`src/design/multicore_resync_barrier_macros.svh`:
```
// ----------------------------------------------------------------------------
// Assertion macros shared by the resync barrier modules.
// Both expect clk and arst_n in scope.
// ----------------------------------------------------------------------------
`ifndef MULTICORE_RESYNC_BARRIER_MACROS_SVH
`define MULTICORE_RESYNC_BARRIER_MACROS_SVH

// same-cycle implication
`define MRB_ASSERT_IMP(lbl, ante, cons, msg) \
	lbl: assert property (@(posedge clk) disable iff (!arst_n) (ante) |-> (cons)) \
		else $error(msg);

// next-cycle implication
`define MRB_ASSERT_NXT(lbl, ante, cons, msg) \
	lbl: assert property (@(posedge clk) disable iff (!arst_n) (ante) |=> (cons)) \
		else $error(msg);

`endif

```
`src/design/mrb_pkg.sv`:
```
// ----------------------------------------------------------------------------
// mrb_pkg
// Types and constants of the multicore resync barrier.
// ----------------------------------------------------------------------------
`default_nettype none

package mrb_pkg;

	localparam int MAX_CORES = 64;
	localparam int IDX_W     = $clog2(MAX_CORES);
	localparam int NUM_W     = $clog2(MAX_CORES + 1);

	localparam int COUNT_W   = 32;
	localparam int WINDOW_W  = 16;
	localparam int CORE_W    = 7;
	localparam int MODE_W    = 2;

	// configuration port
	localparam int CFG_IDX_W  = 2;
	localparam int CFG_DATA_W = 16;
	localparam logic [CFG_IDX_W-1:0] CFG_SYNC_MODE     = 2'd0;
	localparam logic [CFG_IDX_W-1:0] CFG_CORE_COUNT    = 2'd1;
	localparam logic [CFG_IDX_W-1:0] CFG_RESYNC_WINDOW = 2'd2;

	localparam logic [MODE_W-1:0]   RST_SYNC_MODE     = 2'd1;
	localparam logic [CORE_W-1:0]   RST_CORE_COUNT    = 7'd4;
	localparam logic [WINDOW_W-1:0] RST_RESYNC_WINDOW = 16'd1024;

	// synchronization strategies
	localparam logic [MODE_W-1:0] MODE_WINDOWED = 2'd0;
	localparam logic [MODE_W-1:0] MODE_STAKH    = 2'd1;
	localparam logic [MODE_W-1:0] MODE_NOBIGGIE = 2'd2;

	// request functions
	localparam logic [1:0] FUNC_QUERY  = 2'd0;
	localparam logic [1:0] FUNC_RESYNC = 2'd1;
	localparam logic [1:0] FUNC_POLL   = 2'd2;
	localparam logic [1:0] FUNC_NEWFN  = 2'd3;

	typedef logic [1:0] flag_t;
	localparam flag_t FLAG_IDLE  = 2'd0;
	localparam flag_t FLAG_DONE  = 2'd1;
	localparam flag_t FLAG_MOVED = 2'd2;

	typedef struct packed {
		logic [5:0]         core_id;
		logic [1:0]         func;
		logic [COUNT_W-1:0] function_count;
		logic [COUNT_W-1:0] fn_version;
		logic               search_success;
	} in_item_t;

	typedef struct packed {
		logic               go_resync;
		logic               retry;
		logic               adopt_shared;
		logic               advance_function;
		logic [COUNT_W-1:0] shared_version;
		logic [COUNT_W-1:0] shared_count;
		logic               released;
	} out_item_t;

	typedef struct packed {
		logic load;
		logic own_rd;
		logic own_wr;
		logic rem_start;
		logic scan_run;
		logic finish;
	} ctrl_cmd_t;

	typedef struct packed {
		logic scan_done;
		logic rem_done;
		logic out_free;
	} dp_sts_t;

endpackage

`default_nettype wire

```
`src/design/mrb_rem.sv`:
```
// ----------------------------------------------------------------------------
// mrb_rem
// Restoring remainder unit: one dividend bit per cycle.
// ----------------------------------------------------------------------------
`default_nettype none

module mrb_rem (
	input  wire                             clk,
	input  wire                             arst_n,
	input  wire                             start,
	input  wire [mrb_pkg::WINDOW_W-1:0]     divisor,
	input  wire [mrb_pkg::COUNT_W-1:0]      dividend,
	output logic                            busy,
	output logic                            rem_zero
);
	import mrb_pkg::*;

	localparam int STEP_W = $clog2(COUNT_W);

	logic                busy_q;
	logic [STEP_W-1:0]   step_q;
	logic [WINDOW_W-1:0] r_q;
	logic [COUNT_W-1:0]  x_q;

	logic [WINDOW_W:0] trial;
	logic [WINDOW_W:0] diff;
	logic              ge;

	assign trial = {r_q, x_q[COUNT_W-1]};
	assign diff  = trial - {1'b0, divisor};
	assign ge    = trial >= {1'b0, divisor};

	always_ff @(posedge clk or negedge arst_n) begin
		if (!arst_n) begin
			busy_q <= 1'b0;
			step_q <= '0;
		end else if (start) begin
			busy_q <= 1'b1;
			step_q <= '0;
		end else if (busy_q) begin
			step_q <= step_q + STEP_W'(1);
			if (step_q == STEP_W'(COUNT_W - 1)) begin
				busy_q <= 1'b0;
			end
		end
	end

	always_ff @(posedge clk) begin
		if (start) begin
			r_q <= '0;
			x_q <= dividend;
		end else if (busy_q) begin
			// remainder stays below the divisor, so it fits the low bits
			r_q <= ge ? diff[WINDOW_W-1:0] : trial[WINDOW_W-1:0];
			x_q <= {x_q[COUNT_W-2:0], 1'b0};
		end
	end

	assign busy     = busy_q;
	assign rem_zero = (r_q == '0);

endmodule

`default_nettype wire

```
`src/design/mrb_datapath.sv`:
```
// ----------------------------------------------------------------------------
// mrb_datapath
// Config registers, flag memory with valid bits, flag scan, remainder unit,
// published values and the output register.
// ----------------------------------------------------------------------------
`default_nettype none

module mrb_datapath (
	input  wire                              clk,
	input  wire                              arst_n,
	input  wire                              cfg_we,
	input  wire [mrb_pkg::CFG_IDX_W-1:0]     cfg_idx,
	input  wire [mrb_pkg::CFG_DATA_W-1:0]    cfg_wdata,
	input  wire mrb_pkg::in_item_t           in_data,
	output mrb_pkg::out_item_t               out_data,
	output logic                             out_valid,
	input  wire                              out_ready,
	input  wire mrb_pkg::ctrl_cmd_t          cmd,
	output mrb_pkg::dp_sts_t                 sts
);
	import mrb_pkg::*;

	// configuration
	logic [MODE_W-1:0]   sync_mode_q;
	logic [CORE_W-1:0]   core_count_q;
	logic [WINDOW_W-1:0] window_q;

	always_ff @(posedge clk or negedge arst_n) begin
		if (!arst_n) begin
			sync_mode_q  <= RST_SYNC_MODE;
			core_count_q <= RST_CORE_COUNT;
			window_q     <= RST_RESYNC_WINDOW;
		end else if (cfg_we) begin
			case (cfg_idx)
				CFG_SYNC_MODE:     sync_mode_q  <= cfg_wdata[MODE_W-1:0];
				CFG_CORE_COUNT:    core_count_q <= cfg_wdata[CORE_W-1:0];
				CFG_RESYNC_WINDOW: window_q     <= cfg_wdata[WINDOW_W-1:0];
				default: ;
			endcase
		end
	end

	logic [NUM_W-1:0] num_eff;
	always_comb begin
		if (core_count_q == '0) begin
			num_eff = NUM_W'(1);
		end else if (int'(core_count_q) > MAX_CORES) begin
			num_eff = NUM_W'(MAX_CORES);
		end else begin
			num_eff = NUM_W'(core_count_q);
		end
	end

	// request
	in_item_t item_q;
	always_ff @(posedge clk) begin
		if (cmd.load) begin
			item_q <= in_data;
		end
	end

	logic [IDX_W-1:0] id;
	logic             id_ok;
	logic             leader;
	assign id     = IDX_W'(item_q.core_id);
	assign id_ok  = NUM_W'(item_q.core_id) < num_eff;
	assign leader = (item_q.core_id == '0);

	// flag memory
	flag_t            flag_mem [MAX_CORES];
	logic [MAX_CORES-1:0] flag_vld_q;

	logic [NUM_W-1:0] scan_idx_q;
	logic             scan_issue;
	logic             rd_en;
	logic [IDX_W-1:0] rd_addr;
	flag_t            rd_data_s1;
	logic             rd_vld_s1;
	flag_t            rd_flag;

	assign scan_issue = cmd.scan_run && (scan_idx_q < num_eff);
	assign rd_en      = cmd.own_rd || scan_issue;
	assign rd_addr    = cmd.own_rd ? id : scan_idx_q[IDX_W-1:0];
	assign rd_flag    = rd_vld_s1 ? rd_data_s1 : FLAG_IDLE;

	// own flag update, evaluated on the cycle the own read returns
	logic  own_we;
	flag_t own_new;
	always_comb begin
		own_we  = 1'b0;
		own_new = rd_flag;
		case (sync_mode_q)
			MODE_WINDOWED: begin
				if (item_q.func == FUNC_RESYNC) begin
					own_we  = 1'b1;
					own_new = FLAG_DONE;
				end else if (item_q.func == FUNC_NEWFN && leader) begin
					own_we  = (rd_flag == FLAG_MOVED);
					own_new = FLAG_IDLE;
				end
			end
			MODE_STAKH: begin
				if (item_q.func == FUNC_QUERY) begin
					own_we  = (rd_flag == FLAG_IDLE);
					own_new = FLAG_DONE;
				end else if (item_q.func == FUNC_RESYNC && !leader) begin
					own_we  = 1'b1;
					own_new = FLAG_MOVED;
				end
			end
			MODE_NOBIGGIE: begin
				if (item_q.func == FUNC_QUERY) begin
					own_we  = (rd_flag == FLAG_IDLE);
					own_new = FLAG_DONE;
				end else if (item_q.func == FUNC_RESYNC) begin
					own_we  = 1'b1;
					own_new = FLAG_MOVED;
				end
			end
			default: ;
		endcase
		own_we = own_we && id_ok;
	end

	// scan results and the own flag seen before the update
	flag_t own_q;
	logic  scan_pend_s1;
	logic [IDX_W-1:0] scan_ix_s1;
	logic  all_nz_q, all_one_q, fol_moved_q;
	flag_t flag0_q;

	// result decision
	logic rem_busy, rem_r_zero, rem_zero;
	assign rem_zero = (window_q == '0) ? (item_q.function_count == '0) : rem_r_zero;

	logic go, retry, adopt, adv, rel, do_clear, rel_win, publish, poll;
	always_comb begin
		go       = 1'b0;
		retry    = 1'b0;
		adopt    = 1'b0;
		adv      = 1'b0;
		rel      = 1'b0;
		do_clear = 1'b0;
		rel_win  = 1'b0;
		publish  = 1'b0;
		poll     = 1'b0;
		if (id_ok) begin
			case (sync_mode_q)
				MODE_WINDOWED: begin
					if (item_q.func == FUNC_QUERY) begin
						go = leader ? (rem_zero && own_q == FLAG_IDLE)
							: (flag0_q == FLAG_DONE && own_q == FLAG_IDLE);
					end else if (item_q.func == FUNC_RESYNC) begin
						if (leader) begin
							publish = 1'b1;
						end else begin
							adopt = 1'b1;
							if (all_one_q) begin
								do_clear = 1'b1;
								rel_win  = 1'b1;
								rel      = 1'b1;
							end
						end
					end
				end
				MODE_STAKH: begin
					if (item_q.func == FUNC_QUERY) begin
						go = leader ? (all_nz_q && fol_moved_q)
							: (all_nz_q && own_q != FLAG_MOVED);
					end else if (item_q.func == FUNC_RESYNC) begin
						adv = 1'b1;
						if (leader) begin
							do_clear = 1'b1;
							rel      = 1'b1;
						end
					end
				end
				MODE_NOBIGGIE: begin
					if (item_q.func == FUNC_QUERY) begin
						if (!item_q.search_success) begin
							go    = all_nz_q;
							retry = !all_nz_q;
						end
					end else if (item_q.func == FUNC_RESYNC) begin
						adv  = 1'b1;
						poll = leader;
					end else if (item_q.func == FUNC_POLL) begin
						poll = leader;
					end
					if (poll) begin
						if (fol_moved_q) begin
							do_clear = 1'b1;
							rel      = 1'b1;
						end else begin
							retry = 1'b1;
						end
					end
				end
				default: ;
			endcase
		end
	end

	// single write port: own update, or leader flag after a windowed release
	logic             mem_we;
	logic [IDX_W-1:0] mem_wa;
	flag_t            mem_wd;
	always_comb begin
		mem_we = 1'b0;
		mem_wa = id;
		mem_wd = own_new;
		if (cmd.own_wr && own_we) begin
			mem_we = 1'b1;
		end else if (cmd.finish && rel_win) begin
			mem_we = 1'b1;
			mem_wa = '0;
			mem_wd = FLAG_MOVED;
		end
	end

	always_ff @(posedge clk) begin
		if (mem_we) begin
			flag_mem[mem_wa] <= mem_wd;
		end
		if (rd_en) begin
			rd_data_s1 <= flag_mem[rd_addr];
			rd_vld_s1  <= flag_vld_q[rd_addr];
		end
	end

	// a clear drops the valid bits of cores [0, n); a write in the same cycle wins
	logic [MAX_CORES-1:0] vld_next;
	always_comb begin
		vld_next = flag_vld_q;
		if (cmd.finish && do_clear) begin
			for (int i = 0; i < MAX_CORES; i++) begin
				if (NUM_W'(i) < num_eff) begin
					vld_next[i] = 1'b0;
				end
			end
		end
		if (mem_we) begin
			vld_next[mem_wa] = 1'b1;
		end
	end

	always_ff @(posedge clk or negedge arst_n) begin
		if (!arst_n) begin
			flag_vld_q <= '0;
		end else begin
			flag_vld_q <= vld_next;
		end
	end

	// scan over cores [0, n), one read per cycle
	always_ff @(posedge clk or negedge arst_n) begin
		if (!arst_n) begin
			scan_idx_q   <= '0;
			scan_pend_s1 <= 1'b0;
		end else begin
			scan_pend_s1 <= scan_issue;
			if (cmd.load) begin
				scan_idx_q <= '0;
			end else if (scan_issue) begin
				scan_idx_q <= scan_idx_q + NUM_W'(1);
			end
		end
	end

	always_ff @(posedge clk) begin
		if (scan_issue) begin
			scan_ix_s1 <= scan_idx_q[IDX_W-1:0];
		end
		if (cmd.own_wr) begin
			own_q <= rd_flag;
		end
		if (cmd.load) begin
			all_nz_q    <= 1'b1;
			all_one_q   <= 1'b1;
			fol_moved_q <= 1'b1;
			flag0_q     <= FLAG_IDLE;
		end else if (scan_pend_s1) begin
			all_nz_q  <= all_nz_q && (rd_flag != FLAG_IDLE);
			all_one_q <= all_one_q && (rd_flag == FLAG_DONE);
			if (scan_ix_s1 == '0) begin
				flag0_q <= rd_flag;
			end else begin
				fol_moved_q <= fol_moved_q && (rd_flag == FLAG_MOVED);
			end
		end
	end

	mrb_rem u_rem (
		.clk      (clk),
		.arst_n   (arst_n),
		.start    (cmd.rem_start),
		.divisor  (window_q),
		.dividend (item_q.function_count),
		.busy     (rem_busy),
		.rem_zero (rem_r_zero)
	);

	// published values
	logic [COUNT_W-1:0] pub_ver_q, pub_cnt_q;
	always_ff @(posedge clk or negedge arst_n) begin
		if (!arst_n) begin
			pub_ver_q <= '0;
			pub_cnt_q <= '0;
		end else if (cmd.finish && publish) begin
			pub_ver_q <= item_q.fn_version;
			pub_cnt_q <= item_q.function_count;
		end
	end

	// output register
	logic      out_valid_q;
	out_item_t out_q;

	always_ff @(posedge clk or negedge arst_n) begin
		if (!arst_n) begin
			out_valid_q <= 1'b0;
		end else if (cmd.finish) begin
			out_valid_q <= 1'b1;
		end else if (out_ready) begin
			out_valid_q <= 1'b0;
		end
	end

	always_ff @(posedge clk) begin
		if (cmd.finish) begin
			out_q.go_resync        <= go;
			out_q.retry            <= retry;
			out_q.adopt_shared     <= adopt;
			out_q.advance_function <= adv;
			out_q.shared_version   <= publish ? item_q.fn_version : pub_ver_q;
			out_q.shared_count     <= publish ? item_q.function_count : pub_cnt_q;
			out_q.released         <= rel;
		end
	end

	assign out_valid     = out_valid_q;
	assign out_data      = out_q;
	assign sts.scan_done = !scan_pend_s1 && (scan_idx_q == num_eff);
	assign sts.rem_done  = !rem_busy;
	assign sts.out_free  = !out_valid_q || out_ready;

	`include "multicore_resync_barrier_macros.svh"

	`MRB_ASSERT_IMP(a_scan_bound, cmd.scan_run, scan_idx_q <= num_eff, "scan ran past core count")
	`MRB_ASSERT_IMP(a_out_overwrite, cmd.finish, !out_valid_q || out_ready,
		"result overwrote an untaken result")

endmodule

`default_nettype wire

```
`src/design/mrb_ctrl.sv`:
```
// ----------------------------------------------------------------------------
// mrb_ctrl
// Sequencer: own flag read/update, flag scan with the remainder unit, result.
// ----------------------------------------------------------------------------
`default_nettype none

module mrb_ctrl (
	input  wire                  clk,
	input  wire                  arst_n,
	input  wire                  in_valid,
	output logic                 in_ready,
	output mrb_pkg::ctrl_cmd_t   cmd,
	input  wire mrb_pkg::dp_sts_t sts
);
	import mrb_pkg::*;

	typedef enum logic [2:0] {
		ST_IDLE,
		ST_READ,
		ST_OWN,
		ST_SCAN,
		ST_FINISH
	} state_t;

	state_t state_q;

	always_ff @(posedge clk or negedge arst_n) begin
		if (!arst_n) begin
			state_q <= ST_IDLE;
		end else begin
			case (state_q)
				ST_IDLE:   if (in_valid) state_q <= ST_READ;
				ST_READ:   state_q <= ST_OWN;
				ST_OWN:    state_q <= ST_SCAN;
				ST_SCAN:   if (sts.scan_done && sts.rem_done) state_q <= ST_FINISH;
				ST_FINISH: if (sts.out_free) state_q <= ST_IDLE;
				default:   state_q <= ST_IDLE;
			endcase
		end
	end

	assign in_ready      = (state_q == ST_IDLE);
	assign cmd.load      = in_ready && in_valid;
	assign cmd.own_rd    = (state_q == ST_READ);
	assign cmd.own_wr    = (state_q == ST_OWN);
	assign cmd.rem_start = (state_q == ST_OWN);
	assign cmd.scan_run  = (state_q == ST_SCAN);
	assign cmd.finish    = (state_q == ST_FINISH) && sts.out_free;

	`include "multicore_resync_barrier_macros.svh"

	`MRB_ASSERT_IMP(a_finish_ready, cmd.finish, sts.scan_done && sts.rem_done,
		"result issued before scan or remainder finished")
	`MRB_ASSERT_NXT(a_load_read, cmd.load, state_q == ST_READ, "accepted item not read")
	`MRB_ASSERT_NXT(a_finish_idle, cmd.finish, in_ready, "no return to idle after result")

endmodule

`default_nettype wire

```
`src/design/multicore_resync_barrier.sv`:
```
// ----------------------------------------------------------------------------
// multicore_resync_barrier
// Shared coordinator answering resync queries from cores.
// ----------------------------------------------------------------------------
// Usage:
//  - Requests enter on in_valid/in_ready with an in_item_t payload; each
//    request gives exactly one result on out_valid/out_ready (out_item_t).
//  - Configuration: cfg_we writes cfg_wdata into register cfg_idx
//    (0 sync mode, 1 core count, 2 resync window); write only while idle.
//  - The flag scan reads one flag per cycle over the n effective cores,
//    and the remainder unit runs alongside it; the result is issued once
//    both are done.
//  - One request is in flight at a time; in_ready is high only when idle.
//  - A finished result sits in the output register; while the receiver
//    stalls, in_ready stays low once the next request reaches its result.
//  - Reset clears all core flags at once (per-core valid bits), the
//    published version and count, and loads the register defaults
//    (stakhanovist mode, 4 cores, window 1024). No clearing pass is needed.
// ----------------------------------------------------------------------------
`default_nettype none

module multicore_resync_barrier (
	input  wire                              clk,
	input  wire                              arst_n,
	input  wire                              cfg_we,
	input  wire [mrb_pkg::CFG_IDX_W-1:0]     cfg_idx,
	input  wire [mrb_pkg::CFG_DATA_W-1:0]    cfg_wdata,
	input  wire                              in_valid,
	output logic                             in_ready,
	input  wire mrb_pkg::in_item_t           in_data,
	output logic                             out_valid,
	input  wire                              out_ready,
	output mrb_pkg::out_item_t               out_data
);
	import mrb_pkg::*;

	ctrl_cmd_t cmd;
	dp_sts_t   sts;

	mrb_ctrl u_ctrl (
		.clk      (clk),
		.arst_n   (arst_n),
		.in_valid (in_valid),
		.in_ready (in_ready),
		.cmd      (cmd),
		.sts      (sts)
	);

	mrb_datapath u_dp (
		.clk       (clk),
		.arst_n    (arst_n),
		.cfg_we    (cfg_we),
		.cfg_idx   (cfg_idx),
		.cfg_wdata (cfg_wdata),
		.in_data   (in_data),
		.out_data  (out_data),
		.out_valid (out_valid),
		.out_ready (out_ready),
		.cmd       (cmd),
		.sts       (sts)
	);

endmodule

`default_nettype wire
```
`config.mk`:
```
export PLATFORM = sky130hd
export DESIGN_NAME = multicore_resync_barrier
export DESIGN_NICKNAME = d
export VERILOG_FILES = /design/src/design/mrb_pkg.sv /design/src/design/mrb_rem.sv /design/src/design/mrb_datapath.sv /design/src/design/mrb_ctrl.sv /design/src/design/multicore_resync_barrier.sv
export VERILOG_INCLUDE_DIRS = /design/src /design/src/design
export SDC_FILE = /design/constraint.sdc
export NUM_CORES = 1
export LEC_CHECK = 0
export BUFFER_PORTS_ARGS = -buffer_cell sky130_fd_sc_hd__buf_2
export CORE_MARGIN = 2
export CORE_UTILIZATION = 45
export CTS_CLUSTER_DIAMETER = 200
export DETAILED_ROUTE_END_ITERATION = 7
export PLACE_DENSITY = 0.65
export SLEW_MARGIN = 20
export SYNTH_ARGS = -nofsm -noshare
export SYNTH_HDL_FRONTEND = slang
export SYNTH_SLANG_ARGS = --single-unit
```
`constraint.sdc`:
```
create_clock -name clk -period 5.05 [get_ports clk]
set_input_delay 1.01 -clock clk [delete_from_list [all_inputs] [get_ports clk]]
set_output_delay 1.01 -clock clk [all_outputs]
set_load 0.02 [all_outputs]
```
### After elaboration in Yosys (flattened, before gate mapping)

Memory sizes are Yosys's and may differ from the RTL's. A register that Yosys moved wholly into a read port is not among the register bits.
Cells that the tools add are included.
Widths: inputs -> output; s select.

* reduce and logical (&&, ||, !) cells: 53
* bitwise operators: 6
* equality and inequality tests: 20
* mux-type cells: 147
* $add $sub $neg: 3
* $lt $le $gt $ge: 71

Operator list (number)
* $lt 6x7->1 const A: 32
* $mux 32: 4
* $mux 64: 2
* $lt 5x7->1 const A: 16
* $mux 1: 112
* $or 64x64->64: 1
* $lt 4x7->1 const A: 8
* $logic_not 16->1: 2
* $logic_not 32->1: 1
* $lt 3x7->1 const A: 4
* $mux 7: 4
* $logic_and 1x1->1: 20
* $mux 2: 9
* $mux 6: 3
* $ge 17x16->1: 1
* $mux 16: 1
* $sub 16x16->16: 1
* $pmux 3 s5: 1
* $lt 1x7->1 const A: 2
* $lt 2x7->1 const A: 2
* $lt 6x7->1 const B: 2
* $logic_not 6->1: 2
* $reduce_and 2->1: 6
* $eq 2x1->1 const B: 5
* 31 further kinds: 59

* logic and storage cells: 334
* memories: 1
* input port bits: 96
* register bits: 375
* output and inout bits: 71
* bits in writable memories: 128

Memory list
* u_dp.flag_mem: depth 64, width 2, rd ports 1, clocked after Yosys merged registers in 1, wr ports 1, line mrb_datapath.sv:70 `flag_t flag_mem [MAX_CORES];`

### Logic depth before layout (Yosys ltp)

* word-level depth: 15
* mapped depth: 13
* depth with buffers taken out: 12

### Cells and area by module

A second synthesis with hierarchy kept.

* cells, all modules: 1634
* area, all modules: 22466.5 um^2

Modules (own cells, without submodules)
* mrb_datapath: sequential area each 12595.8 um^2, area an instance 19014.5 um^2, times used 1, cells an instance 1303
* mrb_rem: sequential area each 1431.4 um^2, area an instance 3266.9 um^2, times used 1, cells an instance 310
* mrb_ctrl: sequential area each 75.1 um^2, area an instance 185.2 um^2, times used 1, cells an instance 21

### Worst setup path after synthesis

No wires, ideal clock.

* kind: input to register
* start: input out_ready
* end: memory u_dp.flag_mem[0][1] (netlist name) (data pin)
* required time: 4348 ps
* setup time: 702 ps
* setup slack: -778 ps
* path buffers: 1
* stages on the path: 5
* data arrival time: 5127 ps
* cells stage by stage: nand2b_1 -> and3_1 -> clkbuf_1 -> nand4b_2 -> o21ai_0

RTL lines
* from (decl): line multicore_resync_barrier.sv:32 `input wire out_ready,`
* to (decl): line mrb_datapath.sv:70

### Final worst setup path

* start: register u_dp.core_count_q[3]
* end: memory u_dp.flag_mem[34][1] (netlist name) (enable)

* longest elaborated chain between the ends: 10

RTL lines
* from (decl): line mrb_datapath.sv:25 `logic [CORE_W-1:0] core_count_q;`
* from (signal assigned): line mrb_datapath.sv:36 `CFG_CORE_COUNT: core_count_q <= cfg_wdata[CORE_W-1:0];`
* $gt 7x7->1: line mrb_datapath.sv:47 `end else if (int'(core_count_q) > MAX_CORES) begin`
* $mux 7: line mrb_datapath.sv:47
* $mux 7 (*): line mrb_datapath.sv:45 `if (core_count_q == '0) begin`
* $lt 6x7->1 (*): line mrb_datapath.sv:66 `assign id_ok = NUM_W'(item_q.core_id) < num_eff;`
* $mux 1: line mrb_datapath.sv:147 `if (id_ok) begin`
* $logic_and 1x1->1: line mrb_datapath.sv:214 `end else if (cmd.finish && rel_win) begin`
* $mux 1: line mrb_datapath.sv:214
* $mux 1: line mrb_datapath.sv:212 `if (cmd.own_wr && own_we) begin`
* $mux 1: line mrb_datapath.sv:222 `if (mem_we) begin`
* $mux 1 (not written as such): line mrb_datapath.sv:223 `flag_mem[mem_wa] <= mem_wd;`

Mark *: on every way between the ends. The rest lies on a longest branch, timed or not.

==> results.env <==
PLACED_CELL_AREA_SQ_UM=23900
DETAIL_ROUTE.WIRELENGTH_MICRONS=54700
CLK_PIN_SLEW_WORST_PATHS_NS=0.07
HOLD_VIOLATIONS=0
SYNTH_CELL_TYPES=76
WIRE_PER_INST_MICRONS=21.0
DPL.CELL_COUNT=2516
SLEW_VIOL_FINAL=0
SYNTH-ADDER-AREA-SHARE=0.0205
TOTAL_CLOCK_BUFFERS_CREATED_BY_CTS=51
CRITICAL_PATH_PEAK_FANOUT=10
FINAL_CRITICAL_PERIOD_NS=4.09
CTS-RESIZED-GATES=0
MUXSHAREOFSYNTHAREA=0.120
HOLD-WORST-SLACK_NS=0.455
CRITICAL_PATH_CLASS='register to register'
SYNTH_WARNINGS=0
COREAREA_SQ_UM=49000
SYNTH.TOP_CELL.AREA_SHARE=0.420
DIE_HEIGHT_MICRONS=227
P_LEAK_nW=10.7
CRIT_CHAIN='nor2b_1, inv_1, ha_1, a21o_1, a211o_1, a31oi_1, a211oi_4, nor4_2, nand2_1, nor2_1'
DETAILEDROUTE.FIRSTPASSITERATIONCOUNT=5
SETUP_VIOLATIONS=0
VDD_IR_DROP_MAX_mV=0.385
SYNTH.MOST_COMMON_CELL='sky130_fd_sc_hd__edfxtp_1'
DETAIL_ROUTE.DRC_VIOLATIONS=0
DIE-AREA_SQ_UM=51500
MAPPED_NETS=1876
CLOCKBUFFERDEPTH=3
WORST_EP_REQUIRED_TIME_NS=5.31
POSTSYNTH.TOPFLOPCELL='sky130_fd_sc_hd__edfxtp_1'
POST-ROUTE-PERIOD-UTIL=0.810
PLACE.DETAILED.HPWL_MICRONS=35700
GRT_USAGE=0.217
CP_TOP_FAMILY='simple AND/OR/NAND/NOR gates'
GRT_SETUP_UNREPAIRED='no'
POST_SYNTH_INSTANCE_AREA_SQ_UM=22400
PORT_BUFFERS=166
OUTCOME='complete, no violations'
SHARE_OF_SYNTHESIZED_REGISTERS_CARRYING_AN_ASYNC_SET_OR_RESET=0.339
FINCLKSKEW_NS=0.0244
END_KIND='register'
POST-ROUTE-UTIL=0.521
GRT_ANTENNA_BEFORE_REPAIR=6
SYNTHSIMPLEGATEAREAFRAC=0.113
SYNTH.CELLS.MOST_FREQUENT='sky130_fd_sc_hd__edfxtp_1, sky130_fd_sc_hd__nand2_1, sky130_fd_sc_hd__dfrtp_1'
SYNTHESIZED_AREA_FRACTION_OCCUPIED_BY_XOR_AND_XNOR_CELLS=0.00862
POST_CTS_BUFFERS=0
NUM-NETS-FINAL=2037
SYNTH_AREA_PER_CELL_SQ_UM=12.8
ROWS=81
SETUP.WORST_PATH.START_CLASS='register'
FMAX_GHz=0.244
NUM_IO_PINS=167
FINALSETUPTNS_NS=0
WORST-SLEW-PIN-TRANSITION_NS=1.02
YS_FF_LATCH=505
SYNTHCELLS=1744
ANTENNA_VIOLATING_NETS_POST_ROUTE=0
POST_ROUTE_CELLS_DRIVE_ABOVE_1_SHARE=0.218
CTS_TREE='yes'
NUMBER_OF_SYNTHESIZED_FLOPS_WITH_AN_ENABLE_PIN=313
COMPOUND_CELL_AREA_SHARE_OF_THE_YOSYS_NETLIST=0.0803
FILLCELLCOUNT=4179
HP-CLASS='register to register'
POWER_DENSITY_nW_PER_UM2=529
CLOCK_TREE_ROOT='sky130_fd_sc_hd__clkbuf_16'
DIE_X_MICRONS=227
TIMING.SLEW.HEADROOM=0.320
DRV_CAP=0
SYNTHDOMINANTAREACELLTYPE='sky130_fd_sc_hd__edfxtp_1'
WORSTPATHARRIVAL_NS=4.35
CRIT_PATH_MAX_INCR_DELAY_NS=0.62
INITIALDRTVIOLATIONCOUNT=1430
WORSTPATHBUFFERINVERTERCOUNT=1
FINISH.CELL_COUNT_WITHOUT_FILLERS=2612
WORSTSKEWPAIRLATENCY_NS=0.60
POST_DRT_VIA_CELL_RATIO=5.63
VIAS_IN_THE_FIRST_GLOBAL_ROUTE=15100
CTS_MAX_LEVEL=2
NUM_VIAS=14700
LARGEST_FAMILY_OF_LOGIC_CELLS_BY_SYNTHESIZED_AREA='multiplexers'
GLOBALPLACE.CONGESTION=0.952
CRIT_PATH_TOP_DELAY_CELL='sky130_fd_sc_hd__nand2_1'
FIN_AREA_SQ_UM=25500
CTS_NUM_SINKS=505
SYNTH_SEQ_AREA_SHARE=0.631
GRT_MAX_DEGREE=88
POST_SYNTH_MAIN_AREA_CONTRIBUTORS='sky130_fd_sc_hd__edfxtp_1, sky130_fd_sc_hd__dfrtp_1, sky130_fd_sc_hd__mux2_2, sky130_fd_sc_hd__nand2_1, sky130_fd_sc_hd__mux2_1'
AREA_GROWTH_PCT=14.1
INITIAL_UTILIZATION=0.457
WIRE_LENGTH_OF_THE_FIRST_GLOBAL_ROUTING_PASS_MICRONS=85900
CTS_HOLD_BUFFERS=0
GRT.OVERFLOW.TOTAL=0
==> cells by family (layout without fill, tap and decap cells) <==
logic type               after synthesis  count (layout)
AND/OR/NAND/NOR                      551             551
flip-flops                           505             505
AO/OA/AOI/OAI                        284             284
multiplexers                         222             222
buffers and inverters                124             327
adder cells (fa/ha/maj)               36              36
XOR/XNOR                              22              22
other                                  0               1
==> metrics by stage <==
| step | worst slack (ns) | total power [mW] |
|---|---|---|
| global placement | 1.20 | 9.74 |
| CTS | 1.11 | 13.6 |
| floorplan | 0.450 | 8.60 |
| finish | 0.959 | 13.5 |
| global route | 0.765 | 14.2 |
| detailed placement | 1.13 | 9.81 |
==> worst register-to-register path: stages, from the launching register on <==
cell and delay, ns:
sky130_fd_sc_hd__dfrtp_1 0.49, sky130_fd_sc_hd__nor2b_1 0.33, sky130_fd_sc_hd__inv_1 0.16, sky130_fd_sc_hd__ha_1 0.32
sky130_fd_sc_hd__a21o_1 0.18, sky130_fd_sc_hd__a211o_1 0.30, sky130_fd_sc_hd__a31oi_1 0.25, sky130_fd_sc_hd__a211oi_4 0.14
sky130_fd_sc_hd__nor4_2 0.52, sky130_fd_sc_hd__nand2_1 0.62, sky130_fd_sc_hd__nor2_1 0.45
==> where the power goes <==
part | internal [mW] | total (mW) | switching (mW)
clock | 2.15 | 3.76 | 1.61
combinational | 1.48 | 4.01 | 2.53
sequential | 5.31 | 5.74 | 0.437
==> area by class of cell <==
type                       count  area, sq um  area share
multi-input combinational   1115         7680       0.301
sequential                   505        14100       0.553
inverter                      38          143     0.00559
timing repair buffer         194         1100      0.0430
antenna                        1         2.50   0.0000981
tap                          664          831      0.0326
clock buffer                  67         1430      0.0560
clock inverter                28          233     0.00912
==> sequential cells by signal, indices dropped and copies added, names as in the netlist, 16 cells and up <==
register,count
u_dp.flag_mem,128
u_dp.out_data,69
u_dp.item_q,67
u_dp.flag_vld_q,64
u_dp.pub_cnt_q,32
u_dp.pub_ver_q,32
u_dp.u_rem.x_q,32
u_dp.u_rem.r_q,16
u_dp.window_q,16
==> path summary, 6_finish.rpt <==
| kind | from | endpoint | slack, ns | cells past startpoint |
|---|---|---|---|---|
| worst min-delay path | u_dp.all_one_q | u_dp.all_one_q | 0.45 | 1 |
| max in group asynchronous | arst_n | u_dp.scan_idx_q[3] | 3.46 | 2 |
| worst max-delay path | u_dp.core_count_q[3] | u_dp.flag_mem[34][1] | 0.96 | 10 |
| worst min register to register | u_dp.all_one_q | u_dp.all_one_q | 0.45 | 1 |
| min in group asynchronous | arst_n | u_dp.pub_cnt_q[17] | 0.48 | 1 |
| worst max register to register | u_dp.core_count_q[3] | u_dp.flag_mem[34][1] | 0.96 | 10 |
==> cells in the final DEF (no fill, tap or decap), types with 9 or more instances in the layout <==
master / synthesis / routed
sky130_fd_sc_hd__nor2b_1: 12 / 12
sky130_fd_sc_hd__buf_2: 20 / 165
sky130_fd_sc_hd__and3_1: 21 / 20
sky130_fd_sc_hd__mux4_2: 18 / 18
sky130_fd_sc_hd__o21ai_0: 111 / 110
sky130_fd_sc_hd__mux2_2: 96 / 96
sky130_fd_sc_hd__o22ai_1: 10 / 10
sky130_fd_sc_hd__nand2_1: 247 / 247
sky130_fd_sc_hd__clkinv_2: 0 / 12
sky130_fd_sc_hd__mux2i_1: 45 / 45
sky130_fd_sc_hd__ha_1: 35 / 35
sky130_fd_sc_hd__nor4_1: 22 / 21
sky130_fd_sc_hd__nand4_1: 14 / 14
sky130_fd_sc_hd__dfxtp_1: 21 / 21
sky130_fd_sc_hd__buf_4: 18 / 24
sky130_fd_sc_hd__xor2_1: 12 / 12
sky130_fd_sc_hd__nand3_1: 31 / 31
sky130_fd_sc_hd__a21oi_1: 49 / 49
sky130_fd_sc_hd__a311oi_1: 20 / 20
sky130_fd_sc_hd__edfxtp_1: 313 / 313
sky130_fd_sc_hd__clkbuf_16: 0 / 53
sky130_fd_sc_hd__nor2_1: 134 / 134
sky130_fd_sc_hd__nor3_1: 17 / 17
sky130_fd_sc_hd__xnor2_1: 10 / 10
sky130_fd_sc_hd__mux2_1: 60 / 60
sky130_fd_sc_hd__inv_1: 38 / 38
sky130_fd_sc_hd__a21o_1: 33 / 33
sky130_fd_sc_hd__nand2b_1: 9 / 9
sky130_fd_sc_hd__clkbuf_1: 32 / 9
sky130_fd_sc_hd__dfrtp_1: 168 / 168
==> routing by layer <==
metal	global-route usage	wire [microns]	vias up
li1	-	-	6727
met1	0.302	24100	7353
met2	0.338	25400	495
met3	0.0490	3650	114
met4	0.0732	1610	8
met5	0	57	-
Power figures use the tool's default switching activity.
